[config.mk]
export PLATFORM = sky130hd
export DESIGN_NAME = record_chain_validator_top
export DESIGN_NICKNAME = d
export VERILOG_FILES = /design/src/hdl/rcv_pkg.sv /design/src/hdl/rcv_step.sv /design/src/hdl/rcv_out_reg.sv /design/src/hdl/record_chain_validator_top.sv
export SDC_FILE = /design/constraint.sdc
export NUM_CORES = 1
export LEC_CHECK = 0
export BUFFER_PORTS_ARGS = -buffer_cell sky130_fd_sc_hd__buf_2
export CAP_MARGIN = 10
export CORE_AREA = 3 3 167 136
export DETAILED_ROUTE_END_ITERATION = 10
export DIE_AREA = 0 0 170 139
export MAX_ROUTING_LAYER = met4
export PLACE_DENSITY = 0.78
export SLEW_MARGIN = 20
export SYNTH_ARGS = -nofsm -noshare
export SYNTH_HDL_FRONTEND = slang
export SYNTH_SLANG_ARGS = --single-unit
[constraint.sdc]
create_clock -name clk -period 7.39 [get_ports clk]
set_input_delay 1.1085 -clock clk [delete_from_list [all_inputs] [get_ports clk]]
set_output_delay 1.1085 -clock clk [all_outputs]
set_load 0.02 [all_outputs]
[src/hdl/rcv_pkg.sv]
// Shared types and constants for the record chain validator.
package rcv_pkg;

	// Verdict and chain status codes
	localparam logic [1:0] VERDICT_CONT   = 2'd0;
	localparam logic [1:0] VERDICT_ACCEPT = 2'd1;
	localparam logic [1:0] VERDICT_STOP   = 2'd2;
	localparam logic [1:0] VERDICT_NOTFMT = 2'd3;

	// Header constants
	localparam logic [7:0]  MAGIC_0     = 8'h4C;
	localparam logic [7:0]  MAGIC_1     = 8'h4A;
	localparam logic [7:0]  TYPE_A      = 8'h1A;
	localparam logic [7:0]  TYPE_B      = 8'h0A;
	localparam logic [7:0]  PAD_BYTE    = 8'h00;
	localparam logic [31:0] HEADER_LEN  = 32'd8;
	localparam logic [32:0] HEADER_LAST = 33'd7;
	localparam logic [31:0] POS_MAX     = 32'hFFFF_FFFF;
	localparam logic [31:0] MAX_SIZE_RESET = 32'hFFFF_FFFF;

	// One result word passed from the step logic to the output register
	typedef struct packed {
		logic [1:0]  verdict;
		logic [31:0] chain_end;
	} rcv_result_t;

endpackage

[src/hdl/rcv_step.sv]
// Per-file chain state and the combinational header judgement for each byte.
module rcv_step import rcv_pkg::*; (
	input  logic        clk,
	input  logic        arst_n,
	input  logic        accept,
	input  logic [7:0]  data_byte,
	input  logic        start_of_file,
	input  logic [31:0] max_file_size,
	output rcv_result_t result
);

	logic [31:0] pos_q;
	logic [31:0] next_q;
	logic [63:0] shift_q;
	logic        first_q;
	logic [1:0]  status_q;

	logic [31:0] pos_e;
	logic [31:0] next_e;
	logic [63:0] shift_e;
	logic        first_e;
	logic [1:0]  status_e;

	logic [63:0] shift_n;
	logic [31:0] next_n;
	logic        first_n;
	logic [1:0]  status_n;
	logic [1:0]  verdict;
	logic [31:0] pos_n;

	logic        at_header;
	logic        ok;
	logic        type_ok;
	logic [31:0] len;
	logic [32:0] rec_end;
	logic        too_big;

	// A start mark clears the file state before its byte is taken.
	always_comb begin
		pos_e    = start_of_file ? 32'd0 : pos_q;
		next_e   = start_of_file ? 32'd0 : next_q;
		shift_e  = start_of_file ? 64'd0 : shift_q;
		first_e  = start_of_file ? 1'b1 : first_q;
		status_e = start_of_file ? VERDICT_CONT : status_q;
	end

	// Header fields as they stand once this byte is shifted in.
	assign shift_n   = {shift_e[55:0], data_byte};
	assign len       = shift_n[31:0];
	assign ok        = (shift_n[63:56] == MAGIC_0) && (shift_n[55:48] == MAGIC_1) &&
	                   (shift_n[39:32] == PAD_BYTE) && (len >= HEADER_LEN);
	assign type_ok   = (shift_n[47:40] == TYPE_A) || (shift_n[47:40] == TYPE_B);
	assign at_header = ({1'b0, pos_e} == ({1'b0, next_e} + HEADER_LAST));
	assign rec_end   = {1'b0, next_e} + {1'b0, len};
	assign too_big   = rec_end > {1'b0, max_file_size};
	assign pos_n     = (pos_e == POS_MAX) ? pos_e : pos_e + 32'd1;

	// Verdict and next chain state.
	always_comb begin
		next_n   = next_e;
		first_n  = first_e;
		status_n = status_e;
		verdict  = VERDICT_CONT;
		if (status_e != VERDICT_CONT) begin
			verdict = status_e;
		end else begin
			if (at_header) begin
				if (first_e && !(ok && type_ok)) begin
					status_n = VERDICT_NOTFMT;
					verdict  = VERDICT_NOTFMT;
				end else if (!ok || too_big) begin
					status_n = VERDICT_STOP;
					verdict  = VERDICT_STOP;
				end else begin
					next_n  = rec_end[31:0];
					first_n = 1'b0;
					verdict = VERDICT_ACCEPT;
				end
			end
			// The last addressable byte ends a chain still in progress.
			if ((pos_e == POS_MAX) && (status_n == VERDICT_CONT)) begin
				status_n = VERDICT_STOP;
				verdict  = VERDICT_STOP;
			end
		end
	end

	assign result.verdict   = verdict;
	assign result.chain_end = next_n;

	// State registers, updated on every accepted word.
	always_ff @(posedge clk or negedge arst_n) begin
		if (!arst_n) begin
			pos_q    <= 32'd0;
			next_q   <= 32'd0;
			shift_q  <= 64'd0;
			first_q  <= 1'b1;
			status_q <= VERDICT_CONT;
		end else if (accept) begin
			pos_q    <= pos_n;
			next_q   <= next_n;
			shift_q  <= shift_n;
			first_q  <= first_n;
			status_q <= status_n;
		end
	end

endmodule

[src/hdl/rcv_out_reg.sv]
// Output register holding one result word until the downstream side takes it.
module rcv_out_reg import rcv_pkg::*; (
	input  logic        clk,
	input  logic        arst_n,
	input  logic        load,
	input  rcv_result_t result,
	input  logic        m_tready,
	output logic        m_tvalid,
	output rcv_result_t held,
	output logic        can_load
);

	logic        valid_q;
	rcv_result_t data_q;

	// Space is free when empty or when the held word leaves this cycle.
	assign can_load = !valid_q || m_tready;

	// Valid flag.
	always_ff @(posedge clk or negedge arst_n) begin
		if (!arst_n) begin
			valid_q <= 1'b0;
		end else if (load) begin
			valid_q <= 1'b1;
		end else if (m_tready) begin
			valid_q <= 1'b0;
		end
	end

	// Payload, no reset needed.
	always_ff @(posedge clk) begin
		if (load) begin
			data_q <= result;
		end
	end

	assign m_tvalid = valid_q;
	assign held     = data_q;

endmodule

[src/hdl/record_chain_validator_top.sv]
// An accepted byte's result word reaches the master side in the next cycle.
// Throughput: one byte per cycle unless m_tready stalls; the header check and the
// single end-of-record add sit between the state registers and the output register.
// Reset: arst_n clears the chain state, empties the output register and sets
// max_file_size to 0xFFFFFFFF. A start-of-file mark clears the chain state.
module record_chain_validator_top import rcv_pkg::*; (
	input  logic        clk,
	input  logic        arst_n,
	// Slave side
	input  logic        s_tvalid,
	output logic        s_tready,
	input  logic [7:0]  s_tdata,   // [7:0] data_byte
	input  logic        s_tuser,   // [0] start_of_file
	// Master side
	output logic        m_tvalid,
	input  logic        m_tready,
	output logic [31:0] m_tdata,   // [31:0] chain_end
	output logic [1:0]  m_tuser,   // [1:0] verdict
	// Configuration write channel
	input  logic        cfg_valid,
	output logic        cfg_ready,
	input  logic [31:0] cfg_data   // [31:0] max_file_size
);

	logic [31:0] max_size_q;
	logic        accept;
	logic        can_load;
	rcv_result_t result;
	rcv_result_t held;

	// Configuration register, always ready.
	assign cfg_ready = 1'b1;
	always_ff @(posedge clk or negedge arst_n) begin
		if (!arst_n) begin
			max_size_q <= MAX_SIZE_RESET;
		end else if (cfg_valid) begin
			max_size_q <= cfg_data;
		end
	end

	// Input handshake.
	assign s_tready = can_load;
	assign accept   = s_tvalid && can_load;

	rcv_step u_step (
		.clk           (clk),
		.arst_n        (arst_n),
		.accept        (accept),
		.data_byte     (s_tdata),
		.start_of_file (s_tuser),
		.max_file_size (max_size_q),
		.result        (result)
	);

	rcv_out_reg u_out (
		.clk      (clk),
		.arst_n   (arst_n),
		.load     (accept),
		.result   (result),
		.m_tready (m_tready),
		.m_tvalid (m_tvalid),
		.held     (held),
		.can_load (can_load)
	);

	// Result word onto the master side.
	assign m_tdata = held.chain_end;
	assign m_tuser = held.verdict;

endmodule
==> summary.txt <==
Critical path
  – Startpoint Class: input pin
  – Reg2Reg Setup Slack: ~0.95 ns
  – Worst endpoint data arrival time: 7.22 ns
  – Crit. Startpoint: s_tuser
  – Worst Setup End Kind: flip-flop
  – Crit path capture: u_step.next_q[23]$_DFFE_PN0P_
  – R2R depth: 25
  – Crit Path Class: input pin to flip-flop
  – Reg2reg start: u_step.next_q[0]$_DFFE_PN0P_
  – FF-to-FF End: u_step.next_q[23]$_DFFE_PN0P_
  – Crit path max fanout: 43
  – Critical Path RT: approximately 7.8 ns

Timing
  – RSZ-0062 raised after global routing: false
  – Worst slew pin tran: approximately 1.0 ns
  – Max Slew Vio Count: 0
  – Endpoints failing setup: 0
  – Final hold violation count: 0
  – Worst slew margin: between 30 and 40%
  – Fmax: ~150 MHz
  – Fin crit period: 6.85 ns
  – Fin crit share: between 90% and 100%
  – Setup tns final: 0 ns
  – Fin Clk Skew: approximately 0.016 ns

Logic synthesis
  – Syn Area/Cell: just over 9 µm²
  – Ys Warns: 0
  – Synthesis-stage register bit count: between 150 and 200
  – Mapped Nets: ~1500
  – Synth Flop Type: dfrtp_1
  – Share of Yosys cell area claimed by the top area cell type: between 20% and 30%
  – Most frequent cell after synthesis: nand2_1
  – Top post-synthesis cells by area: dfrtp_1 24%, edfxtp_1 8.1%, dfstp_2 6.8%
  – Mapped Cells: ~1400
  – Top cells by count, synth: 199 x nand2_1, 123 x dfrtp_1, 109 x o21ai_0
  – Number of synthesized flops with an enable pin: 34
  – Synth Cell Area: about 13000 µm²
  – Synth cell types: 94
  – Ys async rst share: roughly 82%
  – Seq/Total Area, Yosys: approximately 39%
  – Cell taking the most area after synthesis: dfrtp_1

Finish
  – Inserted Diodes: 0
  – Layout cells sized above 1: between 10% and 20%
  – Final Util: around two thirds
  – Nets: roughly 1500
  – P&R area growth vs syn: 9.47%
  – Non-filler instance count after layout: ~1700
  – FILL cells: 1793

CTS
  – CTS Root Cell: clkbuf_16
  – CTS tree: yes
  – Worst-case clock buffer depth: 2
  – Htree depth: 4
  – CTS Hold Buffers Added: 0
  – Clock Latency Late Sink: 0.46 ns
  – Cts bufs inserted: 17
  – Clock Pin Slew Worst Setup and Hold Paths: approximately 0.080 ns
  – Clock sink count: 190

Routing
  – Total Wirelength: between 30000 and 40000 µm
  – Wire per inst: ~20 µm
  – Vias per std cell: 6.21
  – First-pass DRT Iterations: 6
  – Remaining antenna violation count: 0
  – DR iter-0 viols: 1239
  – # DRC: 0
  – Vias: about 11000

Floorplan
  – Boundary pin count: 83
  – DIE WIDTH: 170 µm
  – Core ar.: approximately 21000 µm²
  – Initial Utilization: roughly 60%
  – Die area: between 20000 and 25000 µm²
  – Row count: 48
  – Die H: approximately 140 µm

Status
  – Status: complete, no violations

Global routing
  – Vias in the first global route: 10028
  – Initial antenna violation count: 0
  – GRT Util Overall: 30.2%
  – First-pass GRT wire length: ~55000 µm
  – Grt ovf: 0
  – Largest net degree at the start of global routing: 91

Flow run
  – Max-cap violations: 0

Placed design
  – GP Congestion: 0.961
  – Inst Count DP: ~1700
  – Dpl hpwl: around 25000 µm
  – Port Buf Inserts: a little over 80

Power and ir drop
  – Maximum VDD drop: approximately 130 µV
  – PD cells: roughly 180 nW/µm²
  – Leakage: between 0.006 and 0.007 µW

Worst hold path
  – Min-delay worst type: flip-flop to flip-flop
[cells in the final DEF, fill, tap and decap left out, types with 6 or more instances in the layout]
| master | instances |
|---|---|
| nor2b_1 | 62 |
| a21o_1 | 10 |
| clkinv_8 | 7 |
| nand4_1 | 31 |
| a21oi_1 | 75 |
| edfxtp_1 | 34 |
| xor2_1 | 30 |
| dfstp_2 | 33 |
| nand2b_1 | 14 |
| or4_1 | 7 |
| o21bai_1 | 6 |
| dfrtp_1 | 123 |
| o21a_1 | 9 |
| xnor2_1 | 65 |
| a211oi_1 | 6 |
| buf_4 | 13 |
| mux2_2 | 27 |
| and4_1 | 9 |
| buf_2 | 80 |
| and4b_1 | 8 |
| nor2_1 | 66 |
| nand3_1 | 35 |
| o21ai_0 | 109 |
| a22o_1 | 26 |
| o211ai_1 | 11 |
| inv_1 | 61 |
| clkbuf_16 | 17 |
| mux2i_1 | 9 |
| a31oi_1 | 10 |
| and2_1 | 6 |
| nand2_1 | 198 |
| mux2_4 | 13 |
| ha_1 | 60 |
| a31o_2 | 6 |
| nor3_1 | 21 |
| and3_1 | 14 |
| nor4_1 | 14 |
[final cells by class]
type                    instances  area, µm²  share of cell area, %
flip-flops and latches        190       4970                   35.8
clock buffers                  17        425                   3.07
clock inverters                15        215                   1.55
well taps                     275        344                   2.48
inverters                      63        236                   1.71
multi-input cells            1062       7120                   51.4
repair buffers                 96        549                   3.96
[what timing repair did]
action                                  in CTS  in global routing
endpoints found under the setup margin       0                 30
buffers inserted                             0                  1
gates resized for setup                      0                  2
[routing by layer]
layer,up-vias,GRT usage [%],part of all wire (%)
li1,5019,-,-
met1,5117,43.6,46
met2,462,44.2,44
met3,64,5.76,7.9
met4,0,7.13,2.0
met5,-,-,0
[worst max-delay path, stage by stage]
cell and delay [ns]:
buf_2 0.18, nor2b_1 0.21, ha_1 0.21, inv_1 0.06, fa_1 0.43, nor2b_1 0.17, o211ai_1 0.12, a31oi_1 0.28
o211ai_1 0.17, a31oi_1 0.36, nand2_1 0.26, o21a_1 0.29, nor2_1 0.12, xnor2_1 0.20, inv_1 0.09, ha_1 0.30
nand4_1 0.19, nor4_1 0.40, and4_1 0.30, a21boi_0 0.09, o21ai_0 0.15, nand2_1 0.15, nor4_4 0.42, nand2_8 0.31
nor2_8 0.40, mux2i_1 0.24
[where the power goes]
part           switching (µW)  total (µW)  internal (µW)
sequential               55.5        1190           1140
clock                     494         991            496
combinational             230         370            140
[per-stage QoR]
stage	setup WS (ns)	total power [µW]	hold slack, ns	area (µm²)
finish	0.543	2550	0.496	13900
global route	0.0492	2650	0.519	13900
CTS	0.478	2550	0.493	13800
detailed placement	0.0633	1570	0.474	13200
global placement	0.181	1560	0.465	13200
floorplan	0.261	1450	0.450	12700
[worst min-delay path by stage]
stage,startpoint,end,depth (start not counted)
after CTS,u_step.shift_q[35]$_DFFE_PN0P_,u_step.shift_q[35]$_DFFE_PN0P_,2
after floorplan,u_step.shift_q[35]$_DFFE_PN0P_,u_step.shift_q[35]$_DFFE_PN0P_,2
final,u_step.shift_q[35]$_DFFE_PN0P_,u_step.shift_q[35]$_DFFE_PN0P_,2
after global placement,u_step.shift_q[35]$_DFFE_PN0P_,u_step.shift_q[35]$_DFFE_PN0P_,2
after global routing,max_size_q[6]$_DFFE_PN1P_,max_size_q[6]$_DFFE_PN1P_,2
after detailed placement,u_step.shift_q[35]$_DFFE_PN0P_,u_step.shift_q[35]$_DFFE_PN0P_,2
[sequential cells by signal, summed over array words and instances, names as in the netlist]
name and flops:
u_out.held 34, u_step.pos_q 32, u_step.first_q 1, u_step.status_q 2, u_step.shift_q 56, u_out.m_tvalid 1, max_size_q 32, u_step.next_q 32
[cell families (layout without fill, tap and decap cells)]
logic type / after synthesis / in the layout / synth area share [%]
AND/OR/NAND/NOR: 528 / 529 / 21.9
AO/OA/AOI/OAI: 319 / 319 / 16.1
flip-flops: 190 / 190 / 39.2
buffers and inverters: 136 / 191 / 4.70
XOR/XNOR: 95 / 95 / 6.57
adder cells (fa/ha/maj): 64 / 64 / 6.35
multiplexers: 54 / 54 / 5.10
other: 1 / 1 / 0.0296
Note: power is estimated with default switching activity, not from simulation.
